<file path="config.mk">
export PLATFORM = sky130hd
export DESIGN_NAME = crc_frame_deframer_top
export DESIGN_NICKNAME = d
export VERILOG_FILES = /design/src/cfd_pkg.sv /design/src/cfd_front.sv /design/src/cfd_queue.sv /design/src/cfd_back.sv /design/src/crc_frame_deframer_top.sv
export VERILOG_INCLUDE_DIRS = /design/src /design/src/src
export SDC_FILE = /design/constraint.sdc
export NUM_CORES = 1
export LEC_CHECK = 0
export BUFFER_PORTS_ARGS = -buffer_cell sky130_fd_sc_hd__buf_4
export CORE_MARGIN = 2
export CORE_UTILIZATION = 67
export DETAILED_ROUTE_END_ITERATION = 10
export GPL_ROUTABILITY_DRIVEN = 0
export PLACE_DENSITY = 0.88
export REMOVE_ABC_BUFFERS = 1
export SYNTH_ARGS = -nofsm -noshare
export SYNTH_HDL_FRONTEND = slang
export SYNTH_SLANG_ARGS = --single-unit
</file>
<file path="constraint.sdc">
create_clock -name i_clk -period 11.8 [get_ports i_clk]
set_input_delay 2.36 -clock i_clk [delete_from_list [all_inputs] [get_ports i_clk]]
set_output_delay 2.36 -clock i_clk [all_outputs]
set_load 0.005 [all_outputs]
</file>
<file path="src/crc_frame_deframer_top_defines.svh">
// Assertion helpers shared by the deframer modules.
// Both sample on i_clk and are switched off while i_rst_n is low.
`ifndef CRC_FRAME_DEFRAMER_TOP_DEFINES_SVH
`define CRC_FRAME_DEFRAMER_TOP_DEFINES_SVH

// Same-cycle implication.
`define CFD_ASSERT_NOW(label, ante, cons, msg) \
    label: assert property (@(posedge i_clk) disable iff (!i_rst_n) (ante) |-> (cons)) \
        else $error(msg);

// Next-cycle implication.
`define CFD_ASSERT_NEXT(label, ante, cons, msg) \
    label: assert property (@(posedge i_clk) disable iff (!i_rst_n) (ante) |=> (cons)) \
        else $error(msg);

`endif

</file>
<file path="src/cfd_pkg.sv">
package cfd_pkg;

    localparam int MAX_PAYLOAD  = 64;
    localparam int HEADER_BYTES = 6;
    localparam int IDX_W        = $clog2(MAX_PAYLOAD);
    localparam int CNT_W        = $clog2(MAX_PAYLOAD + 1);
    localparam int BODY_W       = $clog2(HEADER_BYTES + MAX_PAYLOAD + 1);
    localparam int HDR_IDX_W    = $clog2(HEADER_BYTES);
    localparam int MEM_ADDR_W   = IDX_W + 1;
    localparam int MEM_DEPTH    = 2 * MAX_PAYLOAD;
    localparam int QUEUE_DEPTH  = 2;
    localparam int QPTR_W       = $clog2(QUEUE_DEPTH);
    localparam int QCNT_W       = $clog2(QUEUE_DEPTH + 1);
    localparam int CFG_IDX_W    = 3;
    localparam int OUT_DATA_W   = 48;

    localparam logic [15:0] CRC_INIT = 16'hFFFF;
    localparam logic [15:0] CRC_POLY = 16'h1021;

    localparam logic [7:0] RST_START_FIRST  = 8'hAA;
    localparam logic [7:0] RST_START_SECOND = 8'h55;
    localparam logic [7:0] RST_VERSION      = 8'h01;
    localparam logic [6:0] RST_LIMIT        = 7'd64;

    localparam logic [CFG_IDX_W-1:0] CFG_START_FIRST  = 3'd0;
    localparam logic [CFG_IDX_W-1:0] CFG_START_SECOND = 3'd1;
    localparam logic [CFG_IDX_W-1:0] CFG_VERSION      = 3'd2;
    localparam logic [CFG_IDX_W-1:0] CFG_LIMIT        = 3'd3;

    typedef enum logic [1:0] {
        ST_GOOD = 2'd0,
        ST_VER  = 2'd1,
        ST_LEN  = 2'd2,
        ST_CRC  = 2'd3
    } t_status;

    typedef struct packed {
        t_status          status;
        logic [7:0]       ftype;
        logic [15:0]      seq;
        logic [CNT_W-1:0] count;
        logic             bank;
    } t_desc;

    typedef struct packed {
        logic                  en;
        logic [MEM_ADDR_W-1:0] addr;
        logic [7:0]            data;
    } t_mem_wr;

    // CRC-16, MSB first, one byte.
    function automatic logic [15:0] crc_byte(input logic [15:0] crc, input logic [7:0] b);
        logic [15:0] c;
        c = crc ^ {b, 8'h00};
        for (int i = 0; i < 8; i++) begin
            if (c[15]) begin
                c = {c[14:0], 1'b0} ^ CRC_POLY;
            end else begin
                c = {c[14:0], 1'b0};
            end
        end
        return c;
    endfunction

endpackage

</file>
<file path="src/cfd_front.sv">
module cfd_front (
    input  logic                             i_clk,
    input  logic                             i_rst_n,
    input  logic                             i_cfg_valid,
    input  logic [cfd_pkg::CFG_IDX_W-1:0]    i_cfg_index,
    input  logic [7:0]                       i_cfg_data,
    input  logic                             i_valid,
    input  logic                             i_room,
    input  logic [7:0]                       i_byte,
    output logic                             o_push,
    output cfd_pkg::t_desc                   o_desc,
    output cfd_pkg::t_mem_wr                 o_wr
);

    typedef enum logic [2:0] {
        PH_SOF0 = 3'd0,
        PH_SOF1 = 3'd1,
        PH_BODY = 3'd2,
        PH_CRCL = 3'd3,
        PH_CRCH = 3'd4
    } t_phase;

    t_phase                       r_phase, n_phase;
    logic [cfd_pkg::BODY_W-1:0]   r_body, n_body;
    logic [15:0]                  r_crc, n_crc;
    logic [7:0]                   r_crc_low, n_crc_low;
    logic [cfd_pkg::CNT_W-1:0]    r_len, n_len;
    logic                         r_bank, n_bank;
    logic [7:0]                   r_hdr [cfd_pkg::HEADER_BYTES];

    logic [7:0]                   r_start_first, r_start_second, r_version;
    logic [6:0]                   r_limit;

    logic                         accept;
    logic                         hdr_we;
    logic [cfd_pkg::HDR_IDX_W-1:0] hdr_idx;
    logic [cfd_pkg::CNT_W-1:0]    limit;
    logic [15:0]                  len_full;
    logic [cfd_pkg::BODY_W-1:0]   pos;

    assign accept   = i_valid && i_room;
    assign limit    = (r_limit > 7'(cfd_pkg::MAX_PAYLOAD)) ?
                      cfd_pkg::CNT_W'(cfd_pkg::MAX_PAYLOAD) : cfd_pkg::CNT_W'(r_limit);
    assign len_full = {i_byte, r_hdr[4]};
    assign pos      = r_body - cfd_pkg::BODY_W'(cfd_pkg::HEADER_BYTES);
    assign hdr_idx  = r_body[cfd_pkg::HDR_IDX_W-1:0];

    always_comb begin
        n_phase   = r_phase;
        n_body    = r_body;
        n_crc     = r_crc;
        n_crc_low = r_crc_low;
        n_len     = r_len;
        n_bank    = r_bank;
        hdr_we    = 1'b0;
        o_push    = 1'b0;
        o_desc    = '{status: cfd_pkg::ST_GOOD, ftype: 8'h00, seq: 16'h0000,
                      count: '0, bank: r_bank};
        o_wr      = '{en: 1'b0, addr: {r_bank, pos[cfd_pkg::IDX_W-1:0]}, data: i_byte};
        if (accept) begin
            unique case (r_phase)
                PH_SOF0: begin
                    if (i_byte == r_start_first) begin
                        n_phase = PH_SOF1;
                    end
                end
                PH_SOF1: begin
                    if (i_byte == r_start_second) begin
                        n_phase = PH_BODY;
                        n_body  = '0;
                        n_crc   = cfd_pkg::CRC_INIT;
                    end else if (i_byte != r_start_first) begin
                        n_phase = PH_SOF0;
                    end
                end
                PH_BODY: begin
                    n_crc  = cfd_pkg::crc_byte(r_crc, i_byte);
                    n_body = r_body + 1'b1;
                    if (r_body < cfd_pkg::BODY_W'(cfd_pkg::HEADER_BYTES)) begin
                        hdr_we = 1'b1;
                        if (r_body == cfd_pkg::BODY_W'(cfd_pkg::HEADER_BYTES - 1)) begin
                            n_len = len_full[cfd_pkg::CNT_W-1:0];
                            if (r_hdr[0] != r_version) begin
                                o_push        = 1'b1;
                                o_desc.status = cfd_pkg::ST_VER;
                            end else if (len_full > 16'(limit)) begin
                                o_push        = 1'b1;
                                o_desc.status = cfd_pkg::ST_LEN;
                            end else if (len_full == 16'h0000) begin
                                n_phase = PH_CRCL;
                            end
                        end
                    end else begin
                        o_wr.en = 1'b1;
                        if (pos + 1'b1 >= cfd_pkg::BODY_W'(r_len)) begin
                            n_phase = PH_CRCL;
                        end
                    end
                end
                PH_CRCL: begin
                    n_crc_low = i_byte;
                    n_phase   = PH_CRCH;
                end
                PH_CRCH: begin
                    o_push = 1'b1;
                    if ({i_byte, r_crc_low} != r_crc) begin
                        o_desc.status = cfd_pkg::ST_CRC;
                    end else begin
                        o_desc.ftype = r_hdr[1];
                        o_desc.seq   = {r_hdr[3], r_hdr[2]};
                        o_desc.count = r_len;
                        n_bank       = ~r_bank;
                    end
                end
                default: begin
                    n_phase = PH_SOF0;
                end
            endcase
            // any result or a stray phase code sends the parser back to hunting
            if (o_push || !(r_phase == PH_SOF0 || r_phase == PH_SOF1 || r_phase == PH_BODY
                            || r_phase == PH_CRCL || r_phase == PH_CRCH)) begin
                n_phase   = PH_SOF0;
                n_body    = '0;
                n_crc     = cfd_pkg::CRC_INIT;
                n_crc_low = 8'h00;
            end
        end
    end

    always_ff @(posedge i_clk) begin
        if (!i_rst_n) begin
            r_phase        <= PH_SOF0;
            r_body         <= '0;
            r_crc          <= cfd_pkg::CRC_INIT;
            r_crc_low      <= 8'h00;
            r_len          <= '0;
            r_bank         <= 1'b0;
            r_start_first  <= cfd_pkg::RST_START_FIRST;
            r_start_second <= cfd_pkg::RST_START_SECOND;
            r_version      <= cfd_pkg::RST_VERSION;
            r_limit        <= cfd_pkg::RST_LIMIT;
        end else begin
            r_phase   <= n_phase;
            r_body    <= n_body;
            r_crc     <= n_crc;
            r_crc_low <= n_crc_low;
            r_len     <= n_len;
            r_bank    <= n_bank;
            if (i_cfg_valid) begin
                unique case (i_cfg_index)
                    cfd_pkg::CFG_START_FIRST:  r_start_first  <= i_cfg_data;
                    cfd_pkg::CFG_START_SECOND: r_start_second <= i_cfg_data;
                    cfd_pkg::CFG_VERSION:      r_version      <= i_cfg_data;
                    cfd_pkg::CFG_LIMIT:        r_limit        <= i_cfg_data[6:0];
                    default: ;
                endcase
            end
        end
    end

    always_ff @(posedge i_clk) begin
        if (hdr_we) begin
            r_hdr[hdr_idx] <= i_byte;
        end
    end

endmodule

</file>
<file path="src/cfd_queue.sv">
`include "crc_frame_deframer_top_defines.svh"

module cfd_queue (
    input  logic             i_clk,
    input  logic             i_rst_n,
    input  logic             i_push,
    input  cfd_pkg::t_desc   i_desc,
    input  logic             i_pop,
    output logic             o_full,
    output logic             o_valid,
    output cfd_pkg::t_desc   o_head
);

    cfd_pkg::t_desc               r_entry [cfd_pkg::QUEUE_DEPTH];
    logic [cfd_pkg::QPTR_W-1:0]   r_wptr, r_rptr;
    logic [cfd_pkg::QCNT_W-1:0]   r_count;

    assign o_full  = (r_count == cfd_pkg::QCNT_W'(cfd_pkg::QUEUE_DEPTH));
    assign o_valid = (r_count != '0);
    assign o_head  = r_entry[r_rptr];

    always_ff @(posedge i_clk) begin
        if (!i_rst_n) begin
            r_wptr  <= '0;
            r_rptr  <= '0;
            r_count <= '0;
        end else begin
            if (i_push) begin
                r_wptr <= r_wptr + 1'b1;
            end
            if (i_pop) begin
                r_rptr <= r_rptr + 1'b1;
            end
            r_count <= r_count + cfd_pkg::QCNT_W'(i_push) - cfd_pkg::QCNT_W'(i_pop);
        end
    end

    always_ff @(posedge i_clk) begin
        if (i_push) begin
            r_entry[r_wptr] <= i_desc;
        end
    end

    `CFD_ASSERT_NOW(a_no_push_full, i_push, !o_full, "descriptor pushed into full queue")
    `CFD_ASSERT_NOW(a_no_pop_empty, i_pop, o_valid, "descriptor popped from empty queue")

endmodule

</file>
<file path="src/cfd_back.sv">
`include "crc_frame_deframer_top_defines.svh"

module cfd_back (
    input  logic                               i_clk,
    input  logic                               i_rst_n,
    input  cfd_pkg::t_mem_wr                   i_wr,
    input  logic                               i_head_valid,
    input  cfd_pkg::t_desc                     i_head,
    output logic                               o_pop,
    output logic                               m_axis_tvalid,
    input  logic                               m_axis_tready,
    output logic [cfd_pkg::OUT_DATA_W-1:0]     m_axis_tdata,
    output logic [1:0]                         m_axis_tuser,
    output logic                               m_axis_tlast
);

    typedef enum logic [1:0] {
        S_IDLE = 2'd0,
        S_READ = 2'd1,
        S_SHOW = 2'd2
    } t_state;

    t_state                      r_state;
    logic [cfd_pkg::IDX_W-1:0]   r_idx;
    logic [7:0]                  r_mem [cfd_pkg::MEM_DEPTH];
    logic [7:0]                  r_rdata;
    logic                        last;
    logic [7:0]                  pbyte;

    assign last  = (i_head.count == '0) ||
                   (cfd_pkg::CNT_W'(r_idx) == i_head.count - 1'b1);
    assign pbyte = (i_head.count == '0) ? 8'h00 : r_rdata;
    assign o_pop = (r_state == S_SHOW) && m_axis_tready && last;

    assign m_axis_tvalid = (r_state == S_SHOW);
    assign m_axis_tuser  = i_head.status;
    assign m_axis_tlast  = last;
    assign m_axis_tdata  = {3'b000, r_idx, pbyte, i_head.count, i_head.seq, i_head.ftype};

    // payload banks: the front fills one while this side drains the other
    always_ff @(posedge i_clk) begin
        if (i_wr.en) begin
            r_mem[i_wr.addr] <= i_wr.data;
        end
        r_rdata <= r_mem[{i_head.bank, r_idx}];
    end

    always_ff @(posedge i_clk) begin
        if (!i_rst_n) begin
            r_state <= S_IDLE;
            r_idx   <= '0;
        end else begin
            unique case (r_state)
                S_IDLE: begin
                    if (i_head_valid) begin
                        r_idx   <= '0;
                        r_state <= S_READ;
                    end
                end
                S_READ: begin
                    r_state <= S_SHOW;
                end
                S_SHOW: begin
                    if (m_axis_tready) begin
                        if (last) begin
                            r_state <= S_IDLE;
                        end else begin
                            r_idx   <= r_idx + 1'b1;
                            r_state <= S_READ;
                        end
                    end
                end
                default: begin
                    r_state <= S_IDLE;
                end
            endcase
        end
    end

    `CFD_ASSERT_NOW(a_show_has_head, r_state == S_SHOW, i_head_valid, "result shown without descriptor")
    `CFD_ASSERT_NEXT(a_pop_to_idle, o_pop, r_state == S_IDLE, "run not closed after last word")

endmodule

</file>
<file path="src/crc_frame_deframer_top.sv">
// Input: one byte per cycle while the descriptor queue has room; the queue holds two frames.
// Output: words leave one at a time: each is read in S_READ, then held in S_SHOW until taken.
// The back end reads the payload RAM once per word, which sets the output rate.
// Input stalls only while two finished frames wait in the queue.
// Reset is synchronous, active low: hunt for start bytes, registers to their defaults.
// The payload RAM is not cleared; entries are read only after being written.
module crc_frame_deframer_top (
    input  logic                                i_clk,
    input  logic                                i_rst_n,
    input  logic                                i_cfg_valid,
    output logic                                o_cfg_ready,
    input  logic [cfd_pkg::CFG_IDX_W-1:0]       i_cfg_index,
    input  logic [7:0]                          i_cfg_data,
    input  logic                                s_axis_tvalid,
    output logic                                s_axis_tready,
    input  logic [7:0]                          s_axis_tdata,  // [7:0] rx_byte
    output logic                                m_axis_tvalid,
    input  logic                                m_axis_tready,
    // [7:0] frame_type, [23:8] sequence_res, [30:24] payload_count,
    // [38:31] payload_byte, [44:39] byte_index, [47:45] zero
    output logic [cfd_pkg::OUT_DATA_W-1:0]      m_axis_tdata,
    output logic [1:0]                          m_axis_tuser,  // [1:0] status
    output logic                                m_axis_tlast
);

    logic             push, pop, full, head_valid;
    cfd_pkg::t_desc   desc, head;
    cfd_pkg::t_mem_wr wr;

    assign o_cfg_ready   = 1'b1;
    assign s_axis_tready = !full;

    cfd_front u_front (
        .i_clk       (i_clk),
        .i_rst_n     (i_rst_n),
        .i_cfg_valid (i_cfg_valid),
        .i_cfg_index (i_cfg_index),
        .i_cfg_data  (i_cfg_data),
        .i_valid     (s_axis_tvalid),
        .i_room      (!full),
        .i_byte      (s_axis_tdata),
        .o_push      (push),
        .o_desc      (desc),
        .o_wr        (wr)
    );

    cfd_queue u_queue (
        .i_clk   (i_clk),
        .i_rst_n (i_rst_n),
        .i_push  (push),
        .i_desc  (desc),
        .i_pop   (pop),
        .o_full  (full),
        .o_valid (head_valid),
        .o_head  (head)
    );

    cfd_back u_back (
        .i_clk         (i_clk),
        .i_rst_n       (i_rst_n),
        .i_wr          (wr),
        .i_head_valid  (head_valid),
        .i_head        (head),
        .o_pop         (pop),
        .m_axis_tvalid (m_axis_tvalid),
        .m_axis_tready (m_axis_tready),
        .m_axis_tdata  (m_axis_tdata),
        .m_axis_tuser  (m_axis_tuser),
        .m_axis_tlast  (m_axis_tlast)
    );

endmodule
</file>
==> results of run 1 <==
==> cell usage in the layout, fill, tap and decap left out, types with 4 or more instances in the layout <==
cell           n
nor2b_1       16
nand4_1       11
clkinvlp_4     7
xor2_1        31
edfxtp_1    1132
nor3_1         9
o31ai_1        6
nand2b_1       6
xnor2_1       48
nand3_1       27
o22ai_1      144
buf_4        115
nand2_1      126
and3_1         9
nor4_1        45
clkbuf_16    116
and2_1        37
bufinv_16     19
o21ai_0        4
a21oi_1       39
inv_1         24
conb_1         4
dfxtp_1       91
mux2i_1       17
or3_1          8
nor2_1       175
a22oi_1        9
mux4_2       264
ha_1          26
clkbuf_1      21
clkinv_2      23
clkinv_1      17
mux2_2        29
==> report_power, final <==
| group | internal [uW] | switching, uW | total (uW) |
|---|---|---|---|
| registers | 4740 | 2.03 | 4740 |
| logic | 19.3 | 105 | 124 |
| clock network | 2230 | 1620 | 3850 |
| total | 6990 | 1730 | 8720 |
==> synthesized netlist by cell type (24+ instances only) <==
library cell	n
dfxtp_1	94
xnor2_1	48
o22ai_1	144
mux2_2	29
clkbuf_1	93
nand2_1	126
edfxtp_1	1132
ha_1	26
xor2_1	31
and2_1	37
inv_1	24
nand3_1	27
mux4_2	264
nor4_1	45
a21oi_1	39
buf_2	29
nor2_1	175
==> cell families after synthesis <==
logic type	count (synthesis)
mux	312
flops	1226
buf+inv	168
other cells	2
simple gates	498
xor+xnor	79
compound gates	232
fa+ha+maj	26
==> layout make-up <==
type                    instances  area, um2
fillers                      3478      17900
inverters                      25       93.8
clock inverters                70        850
clock buffers                 140       3020
multi-input cells            1151      11400
repair buffers                116        883
diodes                          2       5.00
well taps                     950       1190
flip-flops and latches       1226      35900
==> routing by layer <==
metal	track usage	wire [um]	vias to the layer above
met5	0	54	-
met4	0.175	7630	8
met3	0.0731	15800	534
met2	0.599	65400	2643
met1	0.472	43000	13651
li1	-	-	10414
==> sequential cells by signal, summed over array words and instances (netlist names), 3 cells and up, named ones only <==
register	cells
u_front.r_crc_low	8
u_back.r_mem	1024
u_back.r_rdata	8
u_back.r_idx	6
u_front.r_start_first	8
u_front.r_crc	16
u_front.r_version	8
u_front.r_len	7
u_front.r_limit	7
u_front.r_hdr	40
u_front.r_start_second	8
u_queue.r_entry	68
u_front.r_phase	3
u_front.r_body	7
==> critical path, delay by kind of cell (launching register included) <==
kind / cells / cell delay (ps)
flops: 1 / 1020
compound gates: 3 / 770
mux: 1 / 500
fa+ha+maj: 1 / 370
simple gates: 1 / 360
buf+inv: 2 / 360
xor+xnor: 1 / 240
==> final timing paths <==
| path | slack, ps | from | end | depth (start not counted) |
|---|---|---|---|---|
| setup / recovery | 5140 | flip-flop | m_axis_tlast | 9 |
| hold / removal | 470 | u_front.r_limit[1] | u_front.r_limit[1] | 2 |
| setup reg to reg | 6310 | u_back.r_idx[1] | u_back.r_rdata[6] | 6 |
| hold reg to reg | 470 | u_front.r_limit[1] | u_front.r_limit[1] | 2 |
==> per-stage QoR <==
| stage | utilization | area [um2] | total power [uW] | hold slack, ps | setup slack, ps |
|---|---|---|---|---|---|
| finish | 0.749 | 53300 | 8720 | 468 | 5140 |
| global route | 0.748 | 53300 | 8860 | 474 | 4960 |
| CTS | 0.748 | 53300 | 8700 | 464 | 5230 |
| detailed placement | 0.694 | 49400 | 4950 | 454 | 6100 |
| global placement | 0.694 | 49400 | 4940 | 448 | 6240 |
| floorplan | - | 47300 | 4860 | 432 | -1940 |
==> results by group, run 1 <==
Status
  – Outcome: finished with violations
  – Violated checks: capacitance limit, slew limit

Synthesis
  – Post-Synth Adder-Cell Area: 0.00678
  – Yosys warns: 0
  – Syn_area_per_cell: 18.9 um2
  – Complex-gate fraction of the synthesized area: 0.0309
  – Async S/R FF share, synth: 0
  – Top cells by area, synth: edfxtp_1, mux4_2, dfxtp_1
  – Synthesized instance count: 2543
  – XOR/XNOR Fraction of Synth Area: 0.0144
  – Synth top area share: 0.708
  – Mux contribution to synthesized area: 0.135
  – Post-synthesis simple-gate area fraction: 0.0499
  – Syn Std Cell Area: ~48000 um2
  – Number of enable flip-flop cells after synthesis: 1132
  – Dominant combinational cell family by area after synthesis: multiplexers
  – Area leader, netlist: edfxtp_1
  – Register area share after synthesis: 0.747
  – Synth Register Bits: 1226
  – Post-synth cell types: 72
  – Top_reg_cell synth: edfxtp_1

Clock tree
  – Clk buf depth: 3
  – Worst-Skew Late Latency: a little under 700 ps
  – Post_cts resized: 0
  – Clock sinks: between 1000 and 1500
  – Post-CTS setup buffer count: 0
  – Clock Tree Root: clkbuf_16
  – Cts bufs inserted: 112
  – Hold_buf cts: 0
  – Clk pin slew, worst setup/hold paths: 60 ps
  – H-Tree Depth: 3
  – CTS tree: yes

Drt
  – DRC Markers: 0
  – Pre-antenna DRT Iters: 5
  – Post-route ant nets: 0
  – Routed len/inst: 35.9 um
  – Initial DRC count: ~4800
  – Post-Route WL: roughly 130000 um
  – DR vias: around 27000
  – DR vias/cell: 7.40

Timing
  – Setup violators final: 0
  – Final TNS setup: 0 ps
  – Hold Violations, Final: 0
  – Unrepaired setup endpoints after global routing: false
  – Tcrit/Tclk final: 0.564
  – Rel. slew slack: -0.124
  – Final Max Slew Viols: 3
  – Fin crit period: 6660 ps
  – Clk_skew: 27.3 ps
  – Worst-Margin Slew: 1670 ps
  – Max Freq: 150 MHz

Floorplan
  – Initial Utilization: 0.674
  – Die span in y: 272 um
  – Die Area: 73800 um2
  – Die width: 272 um
  – I/O pin cnt: 78
  – Site Rows: 98
  – Core Region: roughly 71000 um2

Worst setup path
  – Crit-path max cell delay: 1020 ps
  – Crit path max-delay cell type: dfxtp_2
  – Critical Path, Cell by Cell: mux2i_1, ha_1, nor4b_1, a22oi_1, xnor2_1, a2111oi_2, a21oi_2, inv_1, buf_4
  – CP Max Fanout: 42
  – CP endpoint kind: output pin
  – Critical Path RT: 9440 ps
  – Startpoint class of the critical path: flip-flop
  – Critical path type: reg2out
  – Arr. time, crit path: 4300 ps

Place
  – Placed Instances: between 3000 and 4000
  – # port buffers: 73
  – Dpl hpwl: approximately 72000 um

GRT
  – First-pass GRT wire length: 191000 um
  – Grt total ovfl: 0
  – Initial antenna violation count: 6
  – Largest net degree at the start of global routing: 97
  – Vias in the first global route: 27255
  – Total track usage: 0.364

Power and ir drop
  – PwrDens: 163 nW/um2
  – Static Leak: about 0.016 uW
  – Worst vdd ir: 0.140 mV

Cells and area
  – Layout area overhead: 11.1%
  – Fin cells: 3680
  – Post-layout nets: 2682
  – Share of layout cells above drive strength 1: 0.223

Worst hold path
  – Hold Path Class: reg2reg

Job
  – Max cap viols: 1
Power figures use the tool's default switching activity.
==> run 2: changes to the inputs <==
Settings changed: CORE_UTILIZATION 67 to 62, PLACE_DENSITY 0.88 to 0.83.
Clock period 11.8 ns to 6.8 ns, I/O delays scaled along.
==> run 2 against run 1 <==
Against the previous run: the run now ends clean; critical path type unchanged; cell area decreased by 0.23%; critical path depth unchanged; count of clock-buffer cells in the layout increased by 9; sequential power increased by 73%; combinational power increased by 66%; clock power increased by 62%; hold slack about the same; worst setup slack got worse by 3200 ps; sequential share of layout area increased by 0.16 points; sequential cell count unchanged.
==> results by group, run 2 (same netlist as run 1, synthesis figures left out) <==
Timing
  – Max Freq: 205 MHz
  – Worst-Margin Slew: 1290 ps (-376 ps)
  – Rel. slew slack: 0.129 (+0.253)
  – Clk_skew: 28.9 ps (+1.53 ps)
  – Hold slack final: 468 ps (-0.240 ps)
  – Final Max Slew Viols: 0 (-3)
  – Setup violators final: 0 (unchanged)
  – Hold Violations, Final: 0 (unchanged)
  – Fin crit period: approximately 4900 ps
  – Unrepaired setup endpoints after global routing: false
  – Tcrit/Tclk final: 0.716

Clock tree
  – Clk pin slew, worst setup/hold paths: 60 ps (about the same)
  – Clk buf depth: 3 (unchanged)
  – CTS tree: yes
  – Post_cts resized: 0 (unchanged)
  – Hold_buf cts: 0 (unchanged)
  – Post-CTS setup buffer count: 0 (unchanged)
  – Clock Tree Root: clkbuf_16
  – Worst-Skew Late Latency: 690 ps (about the same)
  – H-Tree Depth: 3 (unchanged)
  – Cts bufs inserted: 111 (-0.89%)
  – Clock sinks: 1226 (unchanged)

Worst setup path
  – Crit-path max cell delay: 530 ps (-490 ps)
  – Critical path type: reg2out
  – Critical Path, Cell by Cell: mux2i_1, ha_1, nor4b_1, a22oi_1, xnor2_1, a2111oi_2, a21oi_2, inv_1, buf_4
  – Crit path max-delay cell type: mux2i_1
  – CP endpoint kind: output pin
  – Arr. time, crit path: 3510 ps (-790 ps)
  – CP Max Fanout: 12 (-71%)
  – Startpoint class of the critical path: flip-flop
  – Critical Path RT: 5440 ps (-4000 ps)

GRT
  – Largest net degree at the start of global routing: 124 (+28%)
  – First-pass GRT wire length: 175000 um (-8.5%)
  – Vias in the first global route: 25963 (-4.7%)
  – Grt total ovfl: 0 (unchanged)
  – Initial antenna violation count: 5 (-1)
  – Total track usage: 0.306 (-0.0573)

Place
  – # port buffers: 73 (unchanged)
  – Dpl hpwl: 67800 um (-6.2%)
  – Placed Instances: 3561 (+2.7%)

Cells and area
  – Share of layout cells above drive strength 1: 0.219 (-0.00419)
  – Commonest cells after routing, fill and taps aside: edfxtp_1, mux4_2, nor2_1
  – Max reg flops: 1024 (unchanged)
  – Post-layout nets: 2684 (+0.075%)
  – Fin cells: 3771 (+2.5%)
  – Layout fillers: 4494 (+29%)
  – Most flops, register: u_back.r_mem
  – Layout area overhead: 10.8%
  – Top Registers: u_back.r_mem x1024, u_queue.r_entry x68, u_front.r_hdr x40
  – Commonest non-fill, non-tap cell in the layout: edfxtp_1

Power and ir drop
  – PwrDens: 275 nW/um2 (+68%)
  – Static Leak: 0.0164 uW (-0.71%)
  – Worst vdd ir: 0.217 mV (+55%)

Job
  – Max cap viols: 0 (-1)

Floorplan
  – Die width: 282 um (+3.9%)
  – Initial Utilization: 0.623 (-0.0511)
  – Die span in y: 282 um (+3.9%)
  – Site Rows: 102 (+4.1%)
  – Core Region: 77100 um2 (+8.2%)
  – I/O pin cnt: 78 (unchanged)
  – Die Area: 79700 um2 (+7.9%)

Drt
  – DRC Markers: 0 (unchanged)
  – DR vias: 25987 (-4.6%)
  – DR vias/cell: 6.89 (-6.9%)
  – Post-route ant nets: 0 (unchanged)
  – Post-Route WL: 120000 um (-9.2%)
  – Pre-antenna DRT Iters: 8 (+3)
  – Routed len/inst: 31.8 um (-11%)
  – Initial DRC count: 4050 (-16%)

Worst hold path
  – Hold Path Class: reg2reg

Status
  – Outcome: completed
==> run 2: metrics by stage <==
stage	cell area, um2	power [uW]	worst slack, ps	TNS (ps)	utilization
2_1_floorplan	47300	8430	-5940	-107690	-
3_3_place_gp	49600	8580	2160	0	0.644
3_5_place_dp	49600	8590	1970	0	0.644
4_1_cts	53200	14700	1950	0	0.690
5_1_grt	53200	14900	1700	0	0.690
6_report	53200	14600	1930	0	0.690
==> run 2: path summary, 6_finish.rpt <==
| check | from | end | slack, ps | cells past startpoint |
|---|---|---|---|---|
| min reg2reg | u_front.r_limit[1] | u_front.r_limit[1] | 470 | 2 |
| max | flip-flop | m_axis_tlast | 1930 | 9 |
| min | u_front.r_limit[1] | u_front.r_limit[1] | 470 | 2 |
| max reg2reg | u_back.r_idx[1] | u_back.r_rdata[3] | 2820 | 5 |
==> run 2: worst max-delay path: cells and delay by family, from the launching register on <==
family	cells	cell delay (ps)
AOI/OAI and AO/OA	3	750
muxes	1	530
DFF	1	390
adders and majority gates	1	370
and+or+nand+nor	1	300
buffers and inverters	2	270
xor gates and xnor gates	1	230
==> run 2: cell type report <==
cell class                      instances  area, um2  share of cell area
Inverter                               25       93.8             0.00176
Tap cell                             1040       1300              0.0245
Sequential cell                      1226      35900               0.674
Antenna cell                            1       2.50           0.0000470
Clock buffer                          149       3040              0.0572
Clock inverter                         60        542              0.0102
Timing Repair Buffer                  119        943              0.0177
Multi-Input combinational cell       1151      11400               0.214
==> run 2: power breakdown <==
group | internal, uW | switching, uW
registers | 8220 | 3.55
logic | 33.9 | 172
clock network | 3480 | 2730
total | 11700 | 2910
==> run 2: per-layer routing <==
layer	up-vias	GRT usage	wire, um
met4	10	0.140	5850
met3	352	0.0569	12500
met1	13135	0.408	42300
li1	10432	-	-
met2	2058	0.500	59100
met5	-	0	76
